--- src/rtl/iidl_pkg.sv ---
// Shared types and constants for the indexed insert/delete list.
package iidl_pkg;

	localparam int FUNC_W  = 3;
	localparam int POS_W   = 7;
	localparam int WORD_W  = 64;
	localparam int COUNT_W = 7;
	localparam int STAT_W  = 2;

	// Function codes of a request.
	localparam logic [FUNC_W-1:0] FN_APPEND = 3'd0;
	localparam logic [FUNC_W-1:0] FN_INSERT = 3'd1;
	localparam logic [FUNC_W-1:0] FN_READ   = 3'd2;
	localparam logic [FUNC_W-1:0] FN_DELETE = 3'd3;
	localparam logic [FUNC_W-1:0] FN_CLEAR  = 3'd4;

	// Status codes of a result.
	localparam logic [STAT_W-1:0] ST_DONE  = 2'd0;
	localparam logic [STAT_W-1:0] ST_RANGE = 2'd1;
	localparam logic [STAT_W-1:0] ST_FULL  = 2'd2;

	typedef struct packed {
		logic [FUNC_W-1:0] func;
		logic [POS_W-1:0]  position;
		logic [WORD_W-1:0] word_in;
	} req_t;

	typedef struct packed {
		logic [WORD_W-1:0]  word_out;
		logic [COUNT_W-1:0] count;
		logic [STAT_W-1:0]  status;
	} rsp_t;

	// Command broadcast to every cell of the chain.
	typedef struct packed {
		logic              ins;
		logic              del;
		logic [WORD_W-1:0] word;
	} cell_cmd_t;

endpackage

--- src/rtl/iidl_cell.sv ---
// One storage cell of the list chain, holding the entry at a fixed index.
module iidl_cell #(
	parameter int IDX = 0,
	parameter int PW  = 7
) (
	input  logic                      clk,
	input  iidl_pkg::cell_cmd_t       cmd,
	input  logic [PW-1:0]             pos,
	input  logic [iidl_pkg::WORD_W-1:0] left,
	input  logic [iidl_pkg::WORD_W-1:0] right,
	output logic [iidl_pkg::WORD_W-1:0] data,
	output logic [iidl_pkg::WORD_W-1:0] hit
);
	import iidl_pkg::*;

	logic              at_pos;
	logic              above_pos;
	logic [WORD_W-1:0] data_q;

	assign at_pos    = (32'(pos) == 32'(IDX));
	assign above_pos = (32'(IDX) > 32'(pos));

	// On insert the cells above the index take their lower neighbor's entry and
	// the cell at the index takes the new word; on delete the cells from the
	// index upward take their upper neighbor's entry.
	always_ff @(posedge clk) begin
		priority if (cmd.ins && above_pos) begin
			data_q <= left;
		end else if (cmd.ins && at_pos) begin
			data_q <= cmd.word;
		end else if (cmd.del && (above_pos || at_pos)) begin
			data_q <= right;
		end else begin
			data_q <= data_q;
		end
	end

	assign data = data_q;
	assign hit  = at_pos ? data_q : '0;

endmodule

--- config.mk ---
export PLATFORM = sky130hd
export DESIGN_NAME = iidl_cell
export DESIGN_NICKNAME = d
export VERILOG_FILES = /design/src/rtl/iidl_pkg.sv /design/src/rtl/iidl_cell.sv
export SDC_FILE = /design/constraint.sdc
export NUM_CORES = 1
export LEC_CHECK = 0
export ABC_AREA = 1
export BUFFER_PORTS_ARGS = -buffer_cell sky130_fd_sc_hd__buf_2
export CAP_MARGIN = 20
export CORE_AREA = 2 2 128 130
export CTS_BUF_LIST = sky130_fd_sc_hd__clkbuf_4 sky130_fd_sc_hd__clkbuf_8
export CTS_CLUSTER_DIAMETER = 200
export CTS_CLUSTER_SIZE = 40
export DETAILED_ROUTE_END_ITERATION = 7
export DIE_AREA = 0 0 130 132
export PLACE_DENSITY_LB_ADDON = 0.1
export SLEW_MARGIN = 20
export SYNTH_ARGS = -nofsm -noshare
export SYNTH_HDL_FRONTEND = slang
export SYNTH_SLANG_ARGS = --single-unit
--- constraint.sdc ---
create_clock -name clk -period 6.1 [get_ports clk]
set_input_delay 0.61 -clock clk [delete_from_list [all_inputs] [get_ports clk]]
set_output_delay 0.61 -clock clk [all_outputs]
set_load 0.02 [all_outputs]
Yosys cells after proc, flatten, opt, wreduce, memory -nomap -nowiden
Index checks and enable logic that the tools add are counted. Widths: inputs -> output; s select.

Flip-flop bits (word level): 64. Input bits: 202. Output and inout bits: 128. Word-level logic and storage cells: 8.

Mux-type cells: 3. Reduce and logical (&&, ||, !) cells: 4.

Operator list (number): $mux 64 (3); $logic_not 7->1 (1); $logic_and 1x1->1 (2); $reduce_bool 2->1 (1).

Logic depth before layout (Yosys ltp)
Gate-level depths: netlist (run 1).

Depth after elaboration: 4. Depth in mapped cells: 8. Depth with buffers taken out: 6.

Worst setup path after synthesis (run 1)
No wires, ideal clock.

Path kind: input to register. From: in pos[6]. To: reg data_q[0] (netlist: data[0]) (enable). Library setup time: 0.424 ns. Data arrival time: 2.539 ns. Data required time: 5.676 ns. Slack: 3.137 ns. Stages: 6. Path buffers: 1. Cells stage by stage: nor2_2 > nand2_2 > nor2_4 > buf_2 > nand2_1 > nand2_1.

Longest elaborated chain between the ends: 3. Elaborated cells on any way between the ends: 4. Those cells by class: 4 x reduce/logical.

RTL lines: start, declared (line iidl_cell.sv:8) `input logic [PW-1:0] pos,`; $logic_not 7->1 * (line iidl_cell.sv:20) `assign at_pos = (32'(pos) == 32'(IDX));`; $logic_and 1x1->1, on equally long branches (line iidl_cell.sv:29, iidl_cell.sv:31); $reduce_bool 2->1 (no source line) *; end signal, assigned (line iidl_cell.sv:28) `data_q <= left;`; end signal, assigned (line iidl_cell.sv:30) `data_q <= cmd.word;`; end signal, assigned (line iidl_cell.sv:32) `data_q <= right;`; end, declared (line iidl_cell.sv:18) `logic [WORD_W-1:0] data_q;`.

Mark *: on every way between the ends. The rest lies on a longest branch, timed or not. A chain may end at the register's enable or synchronous reset.

Final worst setup path (run 1)
From: in pos[5]. To: out hit[39] (netlist name).

Longest elaborated chain between the ends: 2.

RTL lines: $logic_not 7->1 (line iidl_cell.sv:20); $mux 64 (line iidl_cell.sv:39) `assign hit = at_pos ? data_q : '0;`; end, declared (line iidl_cell.sv:12) `output logic [iidl_pkg::WORD_W-1:0] hit`.

No other way between the ends.

==> results of run 1 <==
critical path, stage by stage:
cell	delay [ns]
buf_2	0.11
nor2_2	0.11
nand2_2	0.04
buf_4	0.33
nor3b_1	0.29
buf_2	0.20
through the flow:
| stage | total power, mW | hold WS [ns] | std cells | setup slack, ns |
|---|---|---|---|---|
| 3_3_place_gp | 0.6007 | 0.8734 | 825 | 3.469 |
| 6_report | 0.9939 | 0.5180 | 842 | 3.761 |
| 3_5_place_dp | 0.6023 | 0.8790 | 825 | 3.458 |
| 2_1_floorplan | 0.5467 | 0.7886 | 374 | 3.137 |
| 4_1_cts | 1.014 | 0.4836 | 841 | 3.760 |
| 5_1_grt | 1.044 | 0.5023 | 841 | 3.628 |
power by group through the flow:
| stage | Sequential [mW] | Clock, mW | Combinational, mW |
|---|---|---|---|
| global placement | 0.498 | 0 | 0.102 |
| global route | 0.489 | 0.439 | 0.116 |
| detailed placement | 0.498 | 0 | 0.104 |
| CTS | 0.489 | 0.422 | 0.104 |
| floorplan | 0.502 | 0 | 0.0445 |
| finish | 0.489 | 0.403 | 0.102 |
kinds of logic (layout without fill, tap and decap cells):
logic type,Yosys count,count (layout)
other,0,1
DFF,64,64
buffers and inverters,41,292
and+or+nand+nor,269,269
layer usage:
layer | routed length [um] | track usage [%]
met5 | 0 | 0
met4 | 219 | 5.974
met2 | 5963 | 24.67
met1 | 5000 | 16.25
met3 | 819 | 3.369
cells in the final DEF (no fill, tap or decap):
cell type,Yosys,layout
buf_2,16,264
buf_4,2,6
bufinv_16,0,2
clkbuf_4,0,2
clkbuf_8,0,9
clkinv_1,0,3
diode_2,0,1
edfxtp_1,64,64
inv_1,6,6
nand2_1,133,132
nand2_2,1,1
nand2_4,0,1
nand3_1,15,14
nand3_2,51,52
nor2_1,2,2
nor2_2,2,2
nor2_4,1,1
nor3b_1,64,64
how the worst max path moves through the flow:
stage	from	endpoint
final	pos[5]	hit[39]
after global routing	pos[5]	hit[14]
after CTS	pos[6]	hit[55]
after detailed placement	pos[6]	data[3]
after global placement	pos[6]	data[3]
after floorplan	pos[6]	data[0]
cell type report:
class / count / area [um^2]
Fill cell: 1707 / 10300
Sequential cell: 64 / 1922
Multi-Input combinational cell: 269 / 1615
Timing Repair Buffer: 270 / 1366
Tap cell: 216 / 270.3
Clock buffer: 11 / 138.9
Clock inverter: 5 / 71.32
Inverter: 6 / 22.52
Antenna cell: 1 / 2.502
==> results.txt, run 1 <==
Status -> finished, final reports clean
CTS HTree Levels -> 3
CTS tree -> done
Ys async rst share -> 0%
Xor/xnor cell area share of the yosys netlist -> 0%
Logic gate share of total power -> 10.3%
YS warnings -> 0
Clk slew on worst S/H paths -> 0.08 ns
Final worst path period need -> 2.339 ns
Post_cts resized -> 0
Chip height -> 132 um
Largest family of logic cells by synthesized area -> simple AND/OR/NAND/NOR gates
Main synth FF type -> edfxtp_1
Router iterations before antenna repair -> 4
Arrival @ worst endpoint -> 1.73 ns
Clk root buf -> clkbuf_8
Final period util -> 38.35%
GP Congestion -> 0.7201
DR WL/cell -> 14.25 um
Slew HR -> 31.64%
Rows -> 46
Syn Inst Count -> 374
P_sw -> 225.3 uW
Sequential fraction of the synthesis area -> 49.45%
DP HPWL -> 8.059 mm
Post-synth top area cell -> edfxtp_1
Residual DRC -> 0
Clk pwr share -> 40.5%
Mux share of post-synthesis cell area -> 0%
NumNets Final -> 822
Die Area -> 0.01716 mm^2
Pin count of the biggest net entering global routing -> 66
Via density -> 4.178
Largest register FFs -> 64
Leakage -> 2.501 nW
Yosys top cell area share -> 49.45%
Net Sw Frac -> 22.67%
Number of synthesized flops with an enable pin -> 64
WS Path Type -> input port to output pin
Initial Utilization -> 24.73%
Final setup viols -> 0
Hold path depth -> 3
DRT Wirelength -> 12.00 mm
Initial DRC count -> 164
Mean Syn Cell Area -> 10.39 um^2
Post-synthesis instance area -> 0.003886 mm^2
Hold endpoint -> data[45]
Gr ovfl total -> 0
Top cells by area, synth -> edfxtp_1 49%, nand3_2 13%, nand2_1 13%, nor3b_1 12%, buf_6 3.2%
Top fanout value on the critical path -> 65
Hold Fails Final Rpt -> 0
Final instance area -> 0.005409 mm^2
Unrepaired setup endpoints after global routing -> no
Worst path required time -> 5.49 ns
Port Buffers -> 265
Synth Register Bits -> 64
Max-cap violation count -> 0
Hold wc startpoint -> right[45]
Util after Layout -> 34.42%
Slew Viols, Final -> 0
Compound-Gate Fraction of Synth Area -> 0%
Area growth syn-to-layout -> 39.18%
Initial antenna violation count -> 1
Placed cell areas -> 0.005196 mm^2
Adder-Cell Fraction of Synth Area -> 0%
Upper clock frequency limit -> 427.5 MHz
Via count -> 3518
Hold Crit Class -> input port to register
Most frequent cells after synthesis -> 133 x nand2_1, 64 x edfxtp_1, 64 x nor3b_1
Clk buf depth -> 2
Io pins -> 330
CTS hold repair buffers -> 0
Postcts setup bufs -> 0
Global-route wire length before repair -> 18.76 mm
Sequential power share -> 49.2%
Simple logic cell fraction of the synthesized area -> 41.24%
Total Neg Setup Slack -> 0 ns
Horiz. Die Dim -> 130 um
Total GRT Usage -> 14.10%
Peak VDD IR -> 117.4 uV
Clock buffer count from CTS -> 9
CORE AREA -> 0.01571 mm^2
Share of cells above drive strength 1 -> 54.40%
Vias in the first global route -> 3589
Count leader, synth -> nand2_1
Clock sink total -> 64
Synth cell types -> 14
Worst Max-Slew Pin Slew -> 1.025 ns
Critical path endpoint category -> output pin
Post-synthesis net count -> 576
Pwr dens -> 183.8 mW/mm^2
Startpoint Class -> input port
Internal power -> 768.6 uW
Number of routed nets with antenna violations -> 0
No activity file was read; power rests on OpenSTA's default activity.
==> run 2: changes to the inputs <==
Clock period 6.1 ns to 2.1 ns, I/O delays scaled along.
==> results.txt, run 2 (synthesis gave the netlist of run 1 again) <==
GP Congestion -> 0.7339 (was 0.7201)
GR Util met1 -> 16.43% (was 16.25%)
DP HPWL -> 8.745 mm (was 8.059 mm)
Initial DRC count -> 142 (was 164)
Upper clock frequency limit -> 630.4 MHz
DR WL/cell -> 14.43 um (was 14.25 um)
Total GRT Usage -> 13.69% (was 14.10%)
Via density -> 4.152 (was 4.178)
Residual DRC -> 0 (unchanged)
CORE AREA -> 0.01571 mm^2 (unchanged)
Clk slew on worst S/H paths -> 0.07 ns (was 0.08 ns)
Fill cells -> 1664 (was 1707)
Total Neg Setup Slack -> 0 ns (unchanged)
Most common cell after layout, fill and taps aside -> buf_2 (unchanged)
Slew HR -> 55.94% (was 31.64%)
# diodes -> 0 (was 1)
Vias in the first global route -> 3263 (was 3589)
Initial Utilization -> 24.73% (unchanged)
Hold Fails Final Rpt -> 0 (unchanged)
Worst path required time -> 1.89 ns (was 5.49 ns)
Chip height -> 132 um (unchanged)
Critical path endpoint category -> output pin (unchanged)
Postcts setup bufs -> 0 (unchanged)
Final instance area -> 0.005479 mm^2 (was 0.005409 mm^2)
Final setup margin -> 0.5137 ns (was 3.761 ns)
Worst Max-Slew Pin Slew -> 0.6610 ns (was 1.025 ns)
NumNets Final -> 825 (was 822)
Startpoint Class -> input port (unchanged)
Peak VDD IR -> 197.3 uV (was 117.4 uV)
Pin count of the biggest net entering global routing -> 65 (was 66)
Number of routed nets with antenna violations -> 0 (unchanged)
Status -> finished, final reports clean (unchanged)
Final setup viols -> 0 (unchanged)
Io pins -> 330 (unchanged)
GRT Max-Usage Layer -> met2 (unchanged)
Setup crit start -> pos[2] (was pos[5])
Most frequent cells in the layout -> 264 x buf_2, 132 x nand2_1, 64 x nor3b_1, 64 x edfxtp_1, 52 x nand3_2 (unchanged)
Largest register FFs -> 64 (unchanged)
# placed instances -> 828 (was 825)
Non-filler cells in the finished layout -> 844 (was 842)
WS Path Type -> input port to output pin (unchanged)
Global-route wire length before repair -> 18.00 mm (was 18.76 mm)
Max-cap violation count -> 0 (unchanged)
Port Buffers -> 265 (unchanged)
Top fanout value on the critical path -> 63 (was 65)
Gr ovfl total -> 0 (unchanged)
Rows -> 46 (unchanged)
Dpl ws -> 0.5103 ns (was 3.458 ns)
Clk root buf -> clkbuf_8 (unchanged)
Area growth syn-to-layout -> 40.99% (was 39.18%)
Met3 usage -> 4.992% (was 3.369%)
Placed cell areas -> 0.005269 mm^2 (was 0.005196 mm^2)
Post_cts resized -> 0 (unchanged)
Initial antenna violation count -> 1 (unchanged)
Slew Viols, Final -> 0 (unchanged)
CTS HTree Levels -> 3 (unchanged)
Hold slack -> 0.1347 ns (was 0.5180 ns)
Termination of the worst setup path -> hit[16] (was hit[39])
Unrepaired setup endpoints after global routing -> no (unchanged)
Final worst path period need -> 1.586 ns
DRT Wirelength -> 12.18 mm (was 12.00 mm)
Clk buf depth -> 2 (unchanged)
Final period util -> 75.54%
Horiz. Die Dim -> 130 um (unchanged)
Clock buffer count from CTS -> 9 (unchanged)
CTS hold repair buffers -> 0 (unchanged)
Hold Crit Class -> input port to register (unchanged)
Leakage -> 2.532 nW (was 2.501 nW)
Arrival @ worst endpoint -> 1.38 ns (was 1.73 ns)
Share of cells above drive strength 1 -> 54.94% (was 54.40%)
Via count -> 3504 (was 3518)
Pwr dens -> 523.5 mW/mm^2 (was 183.8 mW/mm^2)
Die Area -> 0.01716 mm^2 (unchanged)
Clock sink total -> 64 (unchanged)
Met2 GRT Util -> 22.86% (was 24.67%)
Router iterations before antenna repair -> 4 (unchanged)
CTS tree -> done (unchanged)
[run 2: area by class of cell]
type	instances	area [um^2]	share of cell area (%)
Tap cell	216	270.3	4.933
Sequential cell	64	1922	35.08
Timing Repair Buffer	273	1439	26.26
Clock buffer	9	123.9	2.261
Multi-Input combinational cell	269	1615	29.48
Inverter	6	22.52	0.4111
Clock inverter	7	86.33	1.576
[run 2: power breakdown]
group | leakage [nW] | switching, mW | internal [mW]
logic | 1.85 | 0.166 | 0.139
registers | 0.575 | 0.00457 | 1.42
clock network | 0.106 | 0.486 | 0.658
total | 2.53 | 0.657 | 2.21
[run 2: how the worst min path moves through the flow]
stage,start,to,slack [ns],cells after the start
finish,right[28],data[28],0.13,3
global route,right[29],data[29],0.1,3
CTS,right[24],data[24],0.10,3
detailed placement,right[18],data[18],0.48,3
global placement,right[40],data[40],0.47,3
floorplan,right[0],data[0],0.39,2
[run 2: worst max-delay path, stage by stage]
cell and delay [ns]:
buf_2 0.09, inv_1 0.07, nand3_2 0.13, buf_4 0.35, nor3b_1 0.27, buf_2 0.21
[run 2: through the flow]
| step | total power [mW] | util, % |
|---|---|---|
| after floorplan | 1.588 | - |
| after global placement | 1.754 | 33.53 |
| after detailed placement | 1.757 | 33.53 |
| after CTS | 2.925 | 34.87 |
| after global routing | 3.003 | 34.87 |
| final | 2.868 | 34.87 |
[run 2: metal layers]
| metal | routed length, um | vias to the layer above |
|---|---|---|
| li1 | - | 1778 |
| met1 | 5091 | 1544 |
| met2 | 5843 | 166 |
| met3 | 1066 | 14 |
| met4 | 167 | 2 |
| met5 | 13 | - |
==> run 3: changes to the inputs <==
Clock period 2.1 ns to 1.3 ns, I/O delays scaled along.
==> results.txt, run 3 (synthesis gave the netlist of run 1 again) <==
Net Sw Frac -> 23.58% (was 22.90%)
DRT Wirelength -> 12.63 mm (was 12.18 mm)
Initial DRC count -> 115 (was 142)
Total Neg Setup Slack -> 0 ns (unchanged)
Slowest cell delay on critical path -> 0.43 ns (was 0.35 ns)
Rows -> 46 (unchanged)
Placed cell areas -> 0.005515 mm^2 (was 0.005269 mm^2)
Buf+Inv Stages, Crit Path -> 1 (was 4)
Critical path endpoint category -> output pin (unchanged)
Share of cells above drive strength 1 -> 58.72% (was 54.94%)
Arrival @ worst endpoint -> 1.11 ns (was 1.38 ns)
CORE AREA -> 0.01571 mm^2 (unchanged)
Horiz. Die Dim -> 130 um (unchanged)
# diodes -> 0 (unchanged)
Pin count of the biggest net entering global routing -> 42 (was 65)
Initial Utilization -> 24.73% (unchanged)
Status -> finished, final reports clean (unchanged)
Gr ovfl total -> 0 (unchanged)
Hold slack -> 0.04008 ns (was 0.1347 ns)
Logic gate share of total power -> 11.3% (was 10.6%)
GP Congestion -> 0.7690 (was 0.7339)
NumNets Final -> 839 (was 825)
Initial antenna violation count -> 1 (unchanged)
Final worst path period need -> 1.244 ns
CP Depth -> 2 (was 6)
CTS HTree Levels -> 3 (unchanged)
Io pins -> 330 (unchanged)
Upper clock frequency limit -> 803.8 MHz
CTS tree -> done (unchanged)
Final period util -> 95.70%
Router iterations before antenna repair -> 4 (unchanged)
Top fanout value on the critical path -> 2 (was 63)
Unrepaired setup endpoints after global routing -> yes (was no)
Die Area -> 0.01716 mm^2 (unchanged)
Internal power -> 3.594 mW (was 2.212 mW)
Port Buffers -> 265 (unchanged)
Global-route wire length before repair -> 18.86 mm (was 18.00 mm)
Critical path, cell by cell -> nor3b_2 -> buf_4 (was buf_2 -> inv_1 -> nand3_2 -> buf_4 -> nor3b_1 -> buf_2)
Final setup viols -> 0 (unchanged)
P_sw -> 1.109 mW (was 657.0 uW)
Delay-heaviest family, CP -> flip-flops (was buffers and inverters)
Clk root buf -> clkbuf_8 (unchanged)
Setup crit start -> data[53] (was pos[2])
Leakage -> 2.674 nW (was 2.532 nW)
Fill cells -> 1628 (was 1664)
DP HPWL -> 9.637 mm (was 8.745 mm)
Termination of the worst setup path -> hit[53] (was hit[16])
Final instance area -> 0.005867 mm^2 (was 0.005479 mm^2)
Peak VDD IR -> 338.7 uV (was 197.3 uV)
Clock sink total -> 64 (unchanged)
Clk buf depth -> 2 (unchanged)
Crit-path slowest cell -> edfxtp_1 (was buf_4)
Vias in the first global route -> 3562 (was 3263)
Postcts setup bufs -> 0 (unchanged)
Sequential power share -> 48.8% (was 49.5%)
Startpoint Class -> register (was input port)
Via count -> 3624 (was 3504)
Slew HR -> 82.39% (was 55.94%)
Max-cap violation count -> 0 (unchanged)
Total GRT Usage -> 14.23% (was 13.69%)
CTS hold repair buffers -> 0 (unchanged)
Most common cell after layout, fill and taps aside -> buf_2 (unchanged)
WS Path Type -> register to output pin (was input port to output pin)
Most frequent cells in the layout -> 260 x buf_2, 131 x nand2_1, 64 x edfxtp_1 (was 264 x buf_2, 132 x nand2_1, 64 x nor3b_1, 64 x edfxtp_1, 52 x nand3_2)
DR WL/cell -> 14.72 um (was 14.43 um)
Pwr dens -> 801.5 mW/mm^2 (was 523.5 mW/mm^2)
Hold Crit Class -> input port to register (unchanged)
Worst Max-Slew Pin Slew -> 0.2642 ns (was 0.6610 ns)
Slew Viols, Final -> 0 (unchanged)
Residual DRC -> 0 (unchanged)
Worst path required time -> 1.17 ns (was 1.89 ns)
Clock buffer count from CTS -> 9 (unchanged)
Clk pwr share -> 39.9% (about the same)
Hold Fails Final Rpt -> 0 (unchanged)
Area growth syn-to-layout -> 50.97% (was 40.99%)
Clk slew on worst S/H paths -> 0.08 ns (was 0.07 ns)
Chip height -> 132 um (unchanged)
Largest register FFs -> 64 (unchanged)
Via density -> 4.224 (was 4.152)
Number of routed nets with antenna violations -> 0 (unchanged)
run 3: cell types whose count changed in the layout (fill, tap and decap cells not counted), moves of 3 or more:
cell      change
buf_12       +12
buf_2         -4
buf_4         +5
clkinv_2      -3
nor3b_1      -19
nor3b_2      +19
run 3: how the worst min path moves through the flow:
stage	endpoint	cells after the start	from	slack (ns)
final	data[57]	3	right[57]	0.04
after global routing	data[27]	3	right[27]	0.02
after CTS	data[57]	3	right[57]	0.02
after detailed placement	data[47]	3	right[47]	0.40
after global placement	data[51]	3	right[51]	0.39
after floorplan	data[0]	2	right[0]	0.31
run 3: power groups by stage:
stage	combinational (mW)	sequential [mW]	clock (mW)
3_3_place_gp	0.514	2.34	0
2_1_floorplan	0.210	2.36	0
6_report	0.532	2.29	1.88
4_1_cts	0.523	2.29	1.95
5_1_grt	0.593	2.29	2.04
3_5_place_dp	0.520	2.34	0
run 3: per-stage QoR:
stage / worst slack, ns / instances / util (%) / total power [mW]
after floorplan: 0.01365 / 374 / - / 2.566
after global placement: -0.04974 / 842 / 35.10 / 2.854
after detailed placement: -0.05055 / 842 / 35.10 / 2.859
after CTS: 0.03346 / 858 / 36.56 / 4.771
after global routing: -0.003685 / 858 / 37.34 / 4.925
final: 0.05588 / 858 / 37.34 / 4.702
run 3: cell type report:
type	count	area, um^2	share of cell area (%)
Clock buffer	9	123.9	2.111
Clock inverter	7	86.33	1.472
Inverter	6	22.52	0.3839
Multi-Input combinational cell	269	1734	29.56
Sequential cell	64	1922	32.76
Tap cell	216	270.3	4.607
Timing Repair Buffer	287	1708	29.11
run 3: what timing repair did:
| action | in CTS | in global routing |
|---|---|---|
| setup endpoints to repair | 3 | 26 |
| resized for setup | 4 | 27 |
| pin swaps | 0 | 0 |
run 3: tightest hold or removal path: stages:
cell,delay (ns)
buf_2,0.07
nand2_1,0.04
nand2_1,0.04
run 3: routing by layer:
metal / share of wire (%) / GRT usage (%) / routed length (um) / vias up
met2: 48 / 24.35 / 6106 / 164
met1: 43 / 17.35 / 5377 / 1644
met3: 8.1 / 4.058 / 1021 / 8
met4: 0.93 / 4.002 / 117 / 2
met5: 0.055 / 0 / 7 / -
li1: - / - / - / 1806
